### src/sv/deiq_pkg.sv
// Package for the debounced edge interrupt qualifier.
// Holds the word types, register and action codes shared by all files.
// No dependencies.
package deiq_pkg;

	localparam int TIME_W     = 32;
	localparam int CNT_W      = 32;
	localparam int DEBOUNCE_W = 19;
	localparam int MODE_W     = 2;
	localparam int CFG_IDX_W  = 2;

	typedef enum logic [1:0] {
		ACT_TICK    = 2'd0,
		ACT_CLEAR   = 2'd1,
		ACT_ENABLE  = 2'd2,
		ACT_DISABLE = 2'd3
	} action_t;

	typedef enum logic [MODE_W-1:0] {
		MODE_OFF     = 2'd0,
		MODE_RISING  = 2'd1,
		MODE_FALLING = 2'd2,
		MODE_ANY     = 2'd3
	} mode_t;

	typedef enum logic [CFG_IDX_W-1:0] {
		CFG_TRIGGER_MODE    = 2'd0,
		CFG_DEBOUNCE_US     = 2'd1,
		CFG_HANDLER_PRESENT = 2'd2
	} cfg_reg_t;

	// One input word.
	typedef struct packed {
		logic [1:0] action;
		logic       pin_level;
		logic       sched_accept;
	} item_t;

	// One result word.
	typedef struct packed {
		logic              callback_request;
		logic              irq_armed;
		logic              debounce_busy;
		logic              event_level;
		logic [TIME_W-1:0] event_time;
		logic [CNT_W-1:0]  event_count;
		logic [CNT_W-1:0]  scheduled_count;
		logic [CNT_W-1:0]  missed_count;
		logic [CNT_W-1:0]  glitch_count;
	} result_t;

	// Configuration register contents.
	typedef struct packed {
		logic [MODE_W-1:0]     trigger_mode;
		logic [DEBOUNCE_W-1:0] debounce_us;
		logic                  handler_present;
	} cfg_t;

endpackage

### src/sv/deiq_if.sv
// Valid/ready channel interfaces for the input words and result words.
// Depends on deiq_pkg for the payload types.
interface deiq_item_if;
	logic            valid;
	logic            ready;
	deiq_pkg::item_t data;

	modport source (output valid, output data, input ready);
	modport sink (input valid, input data, output ready);
endinterface

interface deiq_result_if;
	logic              valid;
	logic              ready;
	deiq_pkg::result_t data;

	modport source (output valid, output data, input ready);
	modport sink (input valid, input data, output ready);
endinterface

### src/sv/deiq_cfg_regs.sv
// Configuration registers of the qualifier, written through a plain write port.
// Depends on deiq_pkg.
module deiq_cfg_regs (
	input  logic                                clk,
	input  logic                                arst_n,
	input  logic                                cfg_write,
	input  logic [deiq_pkg::CFG_IDX_W-1:0]      cfg_index,
	input  logic [deiq_pkg::DEBOUNCE_W-1:0]     cfg_data,
	output deiq_pkg::cfg_t                      cfg
);

	deiq_pkg::cfg_t cfg_q;

	always_ff @(posedge clk or negedge arst_n) begin
		if (!arst_n) begin
			cfg_q <= '0;
		end else if (cfg_write) begin
			unique case (cfg_index)
				deiq_pkg::CFG_TRIGGER_MODE: begin
					cfg_q.trigger_mode <= cfg_data[deiq_pkg::MODE_W-1:0];
				end
				deiq_pkg::CFG_DEBOUNCE_US: begin
					cfg_q.debounce_us <= cfg_data;
				end
				deiq_pkg::CFG_HANDLER_PRESENT: begin
					cfg_q.handler_present <= cfg_data[0];
				end
				default: begin
					// Unused index: the write is dropped.
				end
			endcase
		end
	end

	assign cfg = cfg_q;

endmodule

### src/sv/deiq_in_stage.sv
// Input register stage: holds one accepted word until the core consumes it.
// Depends on deiq_pkg and deiq_if.
module deiq_in_stage (
	input  logic              clk,
	input  logic              arst_n,
	deiq_item_if.sink         item,
	input  logic              advance,
	output logic              valid_s1,
	output deiq_pkg::item_t   item_s1
);

	logic load;

	assign item.ready = !valid_s1 || advance;
	assign load       = item.valid && item.ready;

	always_ff @(posedge clk or negedge arst_n) begin
		if (!arst_n) begin
			valid_s1 <= 1'b0;
		end else if (load) begin
			valid_s1 <= 1'b1;
		end else if (advance) begin
			valid_s1 <= 1'b0;
		end
	end

	always_ff @(posedge clk) begin
		if (load) begin
			item_s1 <= item.data;
		end
	end

endmodule

### src/sv/deiq_core.sv
// Edge qualification, debounce timing and event counters.
// State advances once per consumed word; the result word is the state after it.
// Depends on deiq_pkg.
module deiq_core (
	input  logic              clk,
	input  logic              arst_n,
	input  deiq_pkg::cfg_t    cfg,
	input  logic              advance,
	input  deiq_pkg::item_t   item_s1,
	output deiq_pkg::result_t result
);

	typedef struct packed {
		logic [deiq_pkg::TIME_W-1:0] time_now;
		logic                        prev_sample;
		logic                        ref_level_valid;
		logic                        ref_level;
		logic                        captured_level;
		logic [deiq_pkg::TIME_W-1:0] last_edge_time;
		logic [deiq_pkg::TIME_W-1:0] wait_start_time;
		logic                        in_debounce;
		logic                        irq_enable;
		logic [deiq_pkg::CNT_W-1:0]  accepted_total;
		logic [deiq_pkg::CNT_W-1:0]  scheduled_total;
		logic [deiq_pkg::CNT_W-1:0]  missed_total;
		logic [deiq_pkg::CNT_W-1:0]  glitch_total;
	} state_t;

	state_t st_q;
	state_t st_d;
	logic   req;
	logic   edge_hit;
	logic   done;
	logic   passed;
	logic   pin;
	logic [deiq_pkg::TIME_W-1:0] since_edge;
	logic [deiq_pkg::TIME_W-1:0] since_start;
	logic [deiq_pkg::TIME_W-1:0] quiet_limit;
	logic [deiq_pkg::TIME_W-1:0] cap_limit;

	assign pin         = item_s1.pin_level;
	assign quiet_limit = {{(deiq_pkg::TIME_W-deiq_pkg::DEBOUNCE_W){1'b0}}, cfg.debounce_us};
	assign cap_limit   = {{(deiq_pkg::TIME_W-deiq_pkg::DEBOUNCE_W-1){1'b0}},
		cfg.debounce_us, 1'b0};

	always_comb begin
		st_d        = st_q;
		req         = 1'b0;
		edge_hit    = 1'b0;
		done        = 1'b0;
		passed      = 1'b0;
		since_edge  = '0;
		since_start = '0;

		unique case (item_s1.action)
			deiq_pkg::ACT_TICK: begin
				st_d.time_now = st_q.time_now + 32'd1;

				if (st_q.irq_enable && (pin != st_q.prev_sample)) begin
					unique case (cfg.trigger_mode)
						deiq_pkg::MODE_RISING:  edge_hit = pin;
						deiq_pkg::MODE_FALLING: edge_hit = !pin;
						deiq_pkg::MODE_ANY:     edge_hit = 1'b1;
						default:                edge_hit = 1'b0;
					endcase
				end

				// In any-edge mode a level equal to the last accepted one is dropped.
				if (edge_hit && (cfg.trigger_mode == deiq_pkg::MODE_ANY)) begin
					if (st_q.ref_level_valid && (pin == st_q.ref_level)) begin
						edge_hit = 1'b0;
					end else begin
						st_d.ref_level       = pin;
						st_d.ref_level_valid = 1'b1;
					end
				end

				if (edge_hit) begin
					st_d.captured_level = pin;
					st_d.last_edge_time = st_d.time_now;
					if (st_q.in_debounce) begin
						st_d.glitch_total = st_q.glitch_total + 32'd1;
					end else begin
						st_d.accepted_total = st_q.accepted_total + 32'd1;
						if (cfg.debounce_us != '0) begin
							st_d.wait_start_time = st_d.time_now;
							st_d.glitch_total    = '0;
							st_d.in_debounce     = 1'b1;
						end else if (cfg.handler_present) begin
							req             = item_s1.sched_accept;
							st_d.irq_enable = 1'b0;
							if (item_s1.sched_accept) begin
								st_d.scheduled_total = st_q.scheduled_total + 32'd1;
							end else begin
								st_d.missed_total = st_q.missed_total + 32'd1;
							end
						end else begin
							st_d.missed_total = st_q.missed_total + 32'd1;
						end
					end
				end else if (st_q.in_debounce) begin
					since_edge  = st_d.time_now - st_q.last_edge_time;
					since_start = st_d.time_now - st_q.wait_start_time;
					if (since_edge > quiet_limit) begin
						unique case (cfg.trigger_mode)
							deiq_pkg::MODE_RISING:  passed = pin;
							deiq_pkg::MODE_FALLING: passed = !pin;
							deiq_pkg::MODE_ANY:     passed = (pin == st_q.ref_level);
							default:                passed = 1'b0;
						endcase
						st_d.last_edge_time = st_d.time_now;
						done                = 1'b1;
					end else if (since_start > cap_limit) begin
						done = 1'b1;
					end

					if (done) begin
						st_d.in_debounce = 1'b0;
						if (passed && cfg.handler_present) begin
							req             = item_s1.sched_accept;
							st_d.irq_enable = 1'b0;
							if (item_s1.sched_accept) begin
								st_d.scheduled_total = st_q.scheduled_total + 32'd1;
							end else begin
								st_d.missed_total = st_q.missed_total + 32'd1;
							end
						end else begin
							st_d.irq_enable = 1'b1;
						end
					end
				end

				st_d.prev_sample = pin;
			end
			deiq_pkg::ACT_CLEAR: begin
				st_d.accepted_total  = '0;
				st_d.scheduled_total = '0;
				st_d.missed_total    = '0;
				st_d.glitch_total    = '0;
				st_d.irq_enable      = 1'b1;
			end
			deiq_pkg::ACT_ENABLE: begin
				st_d.irq_enable = 1'b1;
			end
			deiq_pkg::ACT_DISABLE: begin
				st_d.irq_enable = 1'b0;
			end
			default: begin
				st_d = st_q;
			end
		endcase
	end

	always_ff @(posedge clk or negedge arst_n) begin
		if (!arst_n) begin
			st_q            <= '0;
			st_q.irq_enable <= 1'b1;
		end else if (advance) begin
			st_q <= st_d;
		end
	end

	always_comb begin
		result.callback_request = req;
		result.irq_armed        = st_d.irq_enable;
		result.debounce_busy    = st_d.in_debounce;
		result.event_level      = st_d.captured_level;
		result.event_time       = st_d.last_edge_time;
		result.event_count      = st_d.accepted_total;
		result.scheduled_count  = st_d.scheduled_total;
		result.missed_count     = st_d.missed_total;
		result.glitch_count     = st_d.glitch_total;
	end

endmodule

### src/sv/deiq_out_reg.sv
// Result register: holds one finished word until the receiver takes it.
// Depends on deiq_pkg and deiq_if.
module deiq_out_reg (
	input  logic              clk,
	input  logic              arst_n,
	input  logic              valid_s1,
	input  deiq_pkg::result_t result_d,
	output logic              advance,
	deiq_result_if.source     result
);

	logic valid_s2;

	assign advance      = valid_s1 && (!valid_s2 || result.ready);
	assign result.valid = valid_s2;

	always_ff @(posedge clk or negedge arst_n) begin
		if (!arst_n) begin
			valid_s2 <= 1'b0;
		end else if (advance) begin
			valid_s2 <= 1'b1;
		end else if (result.ready) begin
			valid_s2 <= 1'b0;
		end
	end

	always_ff @(posedge clk) begin
		if (advance) begin
			result.data <= result_d;
		end
	end

endmodule

### src/sv/debounced_edge_interrupt_qualifier.sv
// Debounced edge interrupt qualifier for one input pin.
// Top level: ties together the config registers, input stage, core and result register.
// Depends on deiq_pkg, deiq_if and the deiq_* modules.
//
// Usage:
// Words arrive on the item channel (valid/ready). A tick word samples the pin and
// advances the microsecond time base by one; the other actions clear the counters or
// enable or disable the interrupt. Every accepted word produces exactly one result word
// on the result channel, carrying the callback request pulse and the state after the word.
// The configuration port writes trigger mode, debounce time and handler presence;
// it should only be written while no word is in flight.
//
// Timing: a word accepted from the item channel is registered in the input stage,
// processed by the core and lands in the result register. The core takes one word per
// cycle unless the receiver stalls, so throughput is one word per clock.
//
// Reset (arst_n low) clears all state and counters, arms the interrupt and clears the
// configuration. When the receiver stalls, the result register holds its word and
// the input stage still takes one more word, after which item.ready drops until the
// result word is taken.
module debounced_edge_interrupt_qualifier (
	input  logic                            clk,
	input  logic                            arst_n,
	input  logic                            cfg_write,
	input  logic [deiq_pkg::CFG_IDX_W-1:0]  cfg_index,
	input  logic [deiq_pkg::DEBOUNCE_W-1:0] cfg_data,
	deiq_item_if.sink                       item,
	deiq_result_if.source                   result
);

	deiq_pkg::cfg_t    cfg;
	deiq_pkg::item_t   item_s1;
	deiq_pkg::result_t result_d;
	logic              valid_s1;
	logic              advance;

	deiq_cfg_regs u_cfg_regs (
		.clk       (clk),
		.arst_n    (arst_n),
		.cfg_write (cfg_write),
		.cfg_index (cfg_index),
		.cfg_data  (cfg_data),
		.cfg       (cfg)
	);

	// Input register: frees the item channel while a result waits downstream.
	deiq_in_stage u_in_stage (
		.clk      (clk),
		.arst_n   (arst_n),
		.item     (item),
		.advance  (advance),
		.valid_s1 (valid_s1),
		.item_s1  (item_s1)
	);

	// The core updates its state only on the cycle the word moves into the result register.
	deiq_core u_core (
		.clk     (clk),
		.arst_n  (arst_n),
		.cfg     (cfg),
		.advance (advance),
		.item_s1 (item_s1),
		.result  (result_d)
	);

	deiq_out_reg u_out_reg (
		.clk      (clk),
		.arst_n   (arst_n),
		.valid_s1 (valid_s1),
		.result_d (result_d),
		.advance  (advance),
		.result   (result)
	);

endmodule

### src/flat_wrapper.sv
// flat-port wrapper written by rule: the top's interface ports become plain ports
module debounced_edge_interrupt_qualifier_flat 
  (clk, arst_n, cfg_write, cfg_index, cfg_data, item_valid, item_data, item_ready, result_valid, result_data, result_ready);
  deiq_item_if item_i ();
  deiq_result_if result_i ();
  input  logic clk;
  input  logic arst_n;
  input  logic cfg_write;
  input  logic [deiq_pkg::CFG_IDX_W-1:0] cfg_index;
  input  logic [deiq_pkg::DEBOUNCE_W-1:0] cfg_data;
  input wire logic [$bits(item_i.valid)-1:0] item_valid;
  input wire logic [$bits(item_i.data)-1:0] item_data;
  output wire logic [$bits(item_i.ready)-1:0] item_ready;
  output wire logic [$bits(result_i.valid)-1:0] result_valid;
  output wire logic [$bits(result_i.data)-1:0] result_data;
  input wire logic [$bits(result_i.ready)-1:0] result_ready;
  assign item_i.valid = item_valid;
  assign item_i.data = item_data;
  assign item_ready = item_i.ready;
  assign result_valid = result_i.valid;
  assign result_data = result_i.data;
  assign result_i.ready = result_ready;
  debounced_edge_interrupt_qualifier u_core (.clk(clk), .arst_n(arst_n), .cfg_write(cfg_write), .cfg_index(cfg_index), .cfg_data(cfg_data), .item(item_i), .result(result_i));
endmodule
### config.mk
export PLATFORM = sky130hd
export DESIGN_NAME = debounced_edge_interrupt_qualifier_flat
export DESIGN_NICKNAME = d
export VERILOG_FILES = /design/src/sv/deiq_pkg.sv /design/src/sv/deiq_if.sv /design/src/sv/deiq_cfg_regs.sv /design/src/sv/deiq_in_stage.sv /design/src/sv/deiq_core.sv /design/src/sv/deiq_out_reg.sv /design/src/sv/debounced_edge_interrupt_qualifier.sv /design/src/flat_wrapper.sv
export SDC_FILE = /design/constraint.sdc
export NUM_CORES = 1
export LEC_CHECK = 0
export ABC_AREA = 1
export BUFFER_PORTS_ARGS = -buffer_cell sky130_fd_sc_hd__buf_2
export CAP_MARGIN = 20
export CORE_UTILIZATION = 40
export CTS_CLUSTER_SIZE = 30
export DETAILED_ROUTE_END_ITERATION = 10
export SYNTH_ARGS = -nofsm -noshare
export SYNTH_HDL_FRONTEND = slang
export SYNTH_HIERARCHICAL = 1
export SYNTH_SLANG_ARGS = --single-unit
### constraint.sdc
create_clock -name clk -period 19.1 [get_ports clk]
set_input_delay 0.955 -clock clk [delete_from_list [all_inputs] [get_ports clk]]
set_output_delay 0.955 -clock clk [all_outputs]
set_load 0.03 [all_outputs]
==> flow_summary.ini, run 1 <==
[floorplanning]
coreArea_mm2 = 0.0700
pin_count = 196
fp.dieH_um = 268
row_count = 97
die_area_mm2 = 0.0718
die_w_um = 268
start_util = 0.404

[layout]
area_delta_synth_final_pct = 12.3
fill_cells = 7104
antenna_cells = 0
drive_above_1_share = 0.112
most-common-layout-cells = 1,226 x nand2_1, 490 x inv_1, 298 x o21ai_0, 253 x dfrtp_1, 223 x nor2_1
nets = 4113
final_core_util = 0.454
stdcell_count = 4955
mostFrequentLayoutCell = nand2_1
final_area_mm2 = 0.0318

[place]
dp.final_hpwl_um = 58700
port_buffers = 195
place_area_mm2 = 0.0299
place.gp.congestion = 0.905
numPlacedInstances = 4863

[power_and_ir_drop]
sw_frac_of_total = 0.408
power.share.clock = 0.281
power.total_mw = 3.79
seqPwrFrac = 0.313
internal-power_mw = 2.24
p_leak_nw = 14.9
pwr_density_cell_mw_per_mm2 = 119
switchingPower_mw = 1.55
worst_ir_drop_vdd_mv = 0.0884
p_comb_frac = 0.405

[logic_synthesis]
ys_async_sr_fraction = 0.602
synth_ff_type = dfrtp_1
syn_inst = 3861
synthesis.area_mm2 = 0.0283
yosysSeqAreaShare = 0.403
ys_types = 69
synth_edf_count = 168
synth_nets = 4000
synth-seq-cells = 422
synth.avg_cell_area_um2 = 7.33
yosys_warnings = 6

[global_routing]
grt.busiest_layer = met2
grt_pass1_wl_um = 130000
grt_max_degree = 162
grt_util_met2 = 0.353
use_met3 = 0.0274
grt.total_usage = 0.229
antenna_found_initial = 0
grt_pass1_vias = 23100
grt_use_met1 = 0.335
grt_overflow_total = 0

[route]
drt_wl_total_um = 82800
num_vias = 25500
ant_nets = 0
post-route-drc-count = 2
firstDrtPassIters = 9
drt_iter0_markers = 2068
vias_per_cell = 5.14
wire_per_inst_um = 16.7

[outcome]
status = complete, but fails checks
violations = DRC

[worst_setup_path]
cpMaxStageDelayCell = nand2_4
crit_top_cell = nand2_1
reg2reg_depth = 30
cp-end-kind = flop
crit_required_ns = 19.51
cp_max_fo = 31
critPathMaxStageDelay_ns = 0.57
startpoint_type = flop
critPathArrivalTime_ns = 6.99
critical_path_class = flop to flop

[sta]
slew_headroom = 0.339
tns_ns = 0
max_slew.worst_pin.slew_ns = 0.989
hold_viol_final = 0
layout_min_cycle_time_ns = 6.57
fin_skew_ns = 0.0291
min_period_over_period = 0.344
report.final.slew_viol_count = 0
rsz0062_at_grt = no
fmax_mhz = 152
finalSetupViolCount = 0

[clock_tree]
cts_root_buf = clkbuf_16
cts_tree = done
clock_tree.buffer_depth = 3
cts_resized = 0
h-tree-depth = 2
clk_latency_ns = 0.61
cts_setup_buffers = 0
numCtsBuffers = 49
cts.clk_slew.worst_paths_ns = 0.06
hold_buffers = 0
cts.sinks = 422

[worst_hold_path]
hold_path_class = input port to async pin

[run]
cap_violations = 0
[state kept, by name, indices dropped and copies added (netlist names)]
signal and flops:
u_core/u_in_stage/item_s1 4, u_core/u_out_reg/result.data 164, u_core/u_cfg_regs/cfg 22, u_core/u_core/st_q 230
u_core/u_out_reg/result.valid 1, u_core/u_in_stage/valid_s1 1
[through the flow]
step	setup slack (ns)	hold WS (ns)
CTS	12.61	0.421
finish	12.53	0.372
detailed placement	12.63	0.451
global placement	12.70	0.445
global route	11.94	0.456
floorplan	11.67	0.428
[worst paths after layout]
kind                                               from                               end  slack, ns
worst max-delay path            u_core/u_core/st_q[198]  u_core/u_out_reg/result.data[91]      12.53
min in group clk                u_core/u_core/st_q[196]           u_core/u_core/st_q[196]       0.47
worst max register to register  u_core/u_core/st_q[198]  u_core/u_out_reg/result.data[91]      12.53
max in group asynchronous                        arst_n            u_core/u_core/st_q[46]      16.76
worst min register to register  u_core/u_core/st_q[196]           u_core/u_core/st_q[196]       0.47
worst min-delay path                             arst_n           u_core/u_core/st_q[203]       0.37
[cells by family after synthesis]
| family | share of synthesized area |
|---|---|
| xor gates and xnor gates | 0.0325 |
| adders and majority gates | 0.0488 |
| DFF | 0.403 |
| AOI/OAI and AO/OA | 0.147 |
| and+or+nand+nor | 0.273 |
| buffers and inverters | 0.0955 |
| muxes | 0.000354 |
[synthesized netlist by cell type (35+ instances only)]
library cell	count	area share
o21ai_0	298	0.053
nor3_1	61	0.011
nor2_1	225	0.030
nand4_1	58	0.013
clkbuf_1	109	0.014
ha_1	107	0.047
nand3_1	158	0.028
edfxtp_1	168	0.18
nand2_1	1227	0.16
o21ai_1	43	0.0076
dfrtp_1	253	0.22
xor2_1	89	0.028
o211ai_1	35	0.0093
inv_1	491	0.065
a21oi_1	191	0.034
[cell type report]
class | instances | area, um^2 | area share
timing repair buffer | 223 | 1210 | 0.0380
sequential | 422 | 11400 | 0.359
tap | 940 | 1180 | 0.0370
clock inverter | 34 | 482 | 0.0152
multi-input combinational | 2762 | 14200 | 0.447
clock buffer | 58 | 1350 | 0.0426
inverter | 516 | 1940 | 0.0610
[critical path, delay by kind of cell (launching register included)]
| family | cells | cell delay (ns) |
|---|---|---|
| and+or+nand+nor | 16 | 3.14 |
| adders and majority gates | 3 | 0.88 |
| buffers and inverters | 7 | 0.85 |
| AOI/OAI and AO/OA | 3 | 0.78 |
| DFF | 1 | 0.46 |
| xor gates and xnor gates | 1 | 0.19 |
[power groups by stage]
stage	clock [mW]	combinational (mW)	sequential, mW
final	1.07	1.54	1.19
after global routing	1.13	1.74	1.20
after CTS	1.10	1.52	1.19
after detailed placement	0	1.51	1.20
after global placement	0	1.51	1.20
after floorplan	0	1.06	1.26
[layer usage]
metal	part of all wire	wire length [um]
met1	0.48	39800
met2	0.43	36000
met3	0.060	4960
met4	0.025	2110
met5	0	0
(Power assumes the default switching activity.)
==> run 2, diff against run 1 <==
--- a/config.mk
+++ b/config.mk
@@ -5,7 +5,7 @@
 export SDC_FILE = /design/constraint.sdc
 export NUM_CORES = 1
 export LEC_CHECK = 0
-export ABC_AREA = 1
+export ABC_AREA = 0
 export BUFFER_PORTS_ARGS = -buffer_cell sky130_fd_sc_hd__buf_2
 export CAP_MARGIN = 20
 export CORE_UTILIZATION = 40
==> constraint.sdc (replaced) <==
create_clock -name clk -period 6.6 [get_ports clk]
set_input_delay 0.33 -clock clk [delete_from_list [all_inputs] [get_ports clk]]
set_output_delay 0.33 -clock clk [all_outputs]
set_load 0.03 [all_outputs]
==> run 2 against run 1 <==
The run now ends clean. Cell area is 0.15% lower. Fmax grew 2.8%. Area after synthesis is 6.2% lower. Global-route usage grew 1.4 points. Clock power grew to 2.8 times the previous value. Core utilization rose by 2.9 points. Critical endpoint is now u_core/u_out_reg/result.data[133]. Largest power group unchanged.
==> flow_summary.ini, run 2 <==
[logic_synthesis]
synth_area_leaders = dfrtp_1 24%, edfxtp_1 19%, ha_1 5.0%, mux2_2 5.0%, nand2_1 4.0%
yosysSeqAreaShare = 0.430
netlist.area_leader.share = 0.239
ys_async_sr_fraction = 0.602
synthesis.area_mm2 = 0.0265
synthTopCellsByCount = 280 x nand2_1, 253 x dfrtp_1, 235 x nor2_1
synth_ff_type = dfrtp_1
syn_inst = 2832
synth.avg_cell_area_um2 = 9.37
ys_types = 98
yosys.area.top_type = dfrtp_1
yosys_warnings = 6
synth_edf_count = 168
yosys.cell_count.top_type = nand2_1
synth_nets = 2971
synth-seq-cells = 422

[clock_tree]
cts.sinks = 422
cts_root_buf = clkbuf_16
clock_tree.buffer_depth = 3
cts.clk_slew.worst_paths_ns = 0.06
h-tree-depth = 2
numCtsBuffers = 49
clk_latency_ns = 0.63
cts_tree = done

[layout]
drive_above_1_share = 0.211
nets = 3258
area_delta_synth_final_pct = 19.6
seqCellArea_mm2 = 0.0114
top_register = u_core/u_core/st_q
mostFrequentLayoutCell = nand2_1
final_area_mm2 = 0.0317
fill_cells = 6087
final_core_util = 0.482
most-common-layout-cells = 277 x nand2_1, 253 x dfrtp_1, 229 x nor2_1, 194 x buf_2, 177 x buf_4
largest_reg_flops = 230
multi_input_area_mm2 = 0.0142

[place]
place.gp.congestion = 0.929
port_buffers = 195
post-place-ws_ns = -0.271
dp.final_hpwl_um = 57800
place_area_mm2 = 0.0293

[worst_setup_path]
cpMaxStageDelayCell = dfrtp_1
critical_path_class = flop to flop
startpoint = u_core/u_core/st_q[198]
crit_top_cell = a21o_1
critPathMaxStageDelay_ns = 0.38
r2r_start = u_core/u_core/st_q[198]
cp_max_fo = 9
critical_path.endpoint = u_core/u_out_reg/result.data[133]
startpoint_type = flop
critPathArrivalTime_ns = 6.75
reg2reg_depth = 30
regToRegSetupSlack_ns = 0.21
r2r-end = u_core/u_out_reg/result.data[133]
crit_required_ns = 6.96
cp-end-kind = flop

[route]
ant_nets = 0
drt_iter0_markers = 1710
post-route-drc-count = 0
wire_per_inst_um = 20.8
vias_per_cell = 5.81
firstDrtPassIters = 6
drt_wl_total_um = 83800
num_vias = 23400

[sta]
fin_skew_ns = 0.0426
layout_min_cycle_time_ns = 6.39
hold_viol_final = 0
max_slew.worst_pin.slew_ns = 1.01
fmax_mhz = 156
slew_headroom = 0.327
setup_ws_ns = 0.206
report.final.slew_viol_count = 0
finalSetupViolCount = 0
min_period_over_period = 0.969

[global_routing]
grt.total_usage = 0.243
grt_overflow_total = 0
grt_pass1_vias = 22200
grt_pass1_wl_um = 129000
grt_max_degree = 170
antenna_found_initial = 0

[power_and_ir_drop]
worst_ir_drop_vdd_mv = 0.198
p_leak_nw = 14.2
pwr_density_cell_mw_per_mm2 = 358

[floorplanning]
die_area_mm2 = 0.0674
pin_count = 196
start_util = 0.403
fp.dieH_um = 260
row_count = 94
die_w_um = 260
coreArea_mm2 = 0.0657

[run]
cap_violations = 0

[worst_hold_path]
hold_path_class = input port to flop
worst_hold_startpoint = cfg_index[1]

[outcome]
status = finished clean
-- run 2: cell types whose count changed after synthesis, moves of 38 or more --
cell and delta:
nand2_1 -947, inv_1 -353, o21ai_0 -122, mux2_2 +118
xnor2_1 +60, a21o_1 +46, a31oi_1 +38
-- run 2: repair_timing --
action / 4_1_cts / 5_1_grt
setup endpoints to repair: 163 / 197
setup buffers: 3 / 13
endpoints found under the hold margin: 100 / 0
gates resized for setup: 13 / 37
gates cloned: 2 / 0
hold buffers: 26 / 0
pin swaps: 5 / 15
-- run 2: layout make-up --
class / count / area share
diodes: 1 / 0.0000789
clock buffers: 64 / 0.0424
clock inverters: 28 / 0.0130
inverters: 138 / 0.0163
multi-input cells: 2099 / 0.447
flip-flops and latches: 422 / 0.359
well taps: 864 / 0.0341
repair buffers: 409 / 0.0880
-- run 2: kinds of logic (layout without fill, tap and decap cells) --
kind of cell    after synthesis  count (layout)  share of synthesized area
simple gates                956             956                      0.175
compound gates              723             723                      0.178
flops                       422             422                      0.430
buf+inv                     311             639                     0.0470
mux                         163             163                     0.0690
xor+xnor                    148             148                     0.0491
fa+ha+maj                   109             109                     0.0520
other cells                   0               1                          0
-- run 2: power by group --
group          internal, mW  switching [mW]  total, mW
clock network          1.80            1.17       2.97
logic                  1.97            2.79       4.76
registers              3.20           0.405       3.61
-- run 2: worst min-delay path by stage --
| stage | end | slack [ns] | depth (start not counted) |
|---|---|---|---|
| final | u_core/u_cfg_regs/cfg[0] | 0.17 | 3 |
| after global routing | u_core/u_cfg_regs/cfg[21] | 0.17 | 3 |
| after CTS | u_core/u_cfg_regs/cfg[21] | 0.13 | 3 |
| after detailed placement | u_core/u_core/st_q[166] | 0.37 | 1 |
| after global placement | u_core/u_core/st_q[164] | 0.35 | 1 |
| after floorplan | u_core/u_cfg_regs/cfg[0] | 0.03 | 0 |
-- run 2: per-layer routing --
layer | vias to the layer above | global-route usage | part of all wire
li1 | 11000 | - | -
met1 | 11500 | 0.342 | 0.45
met2 | 773 | 0.391 | 0.47
met3 | 120 | 0.0329 | 0.058
met4 | 0 | 0.0668 | 0.025
met5 | - | 0 | 0
-- run 2: through the flow --
step	hold WS [ns]	power, mW	instances	TNS (ns)
floorplan	0.0344	6.64	2832	0
global placement	0.352	7.99	3888	0
detailed placement	0.372	8.12	3888	-21.54
CTS	0.129	11.3	4011	0
global route	0.167	12.0	4024	-0.590
finish	0.165	11.3	4025	0
-- run 2: worst max-delay path: cells and delay by family (launching register included) --
kind                       cells  cell delay [ns]
AOI/OAI and AO/OA             11             2.33
and+or+nand+nor               11             1.73
adders and majority gates      2             0.56
buffers and inverters          3             0.50
DFF                            1             0.38
muxes                          1             0.35
xor gates and xnor gates       2             0.28
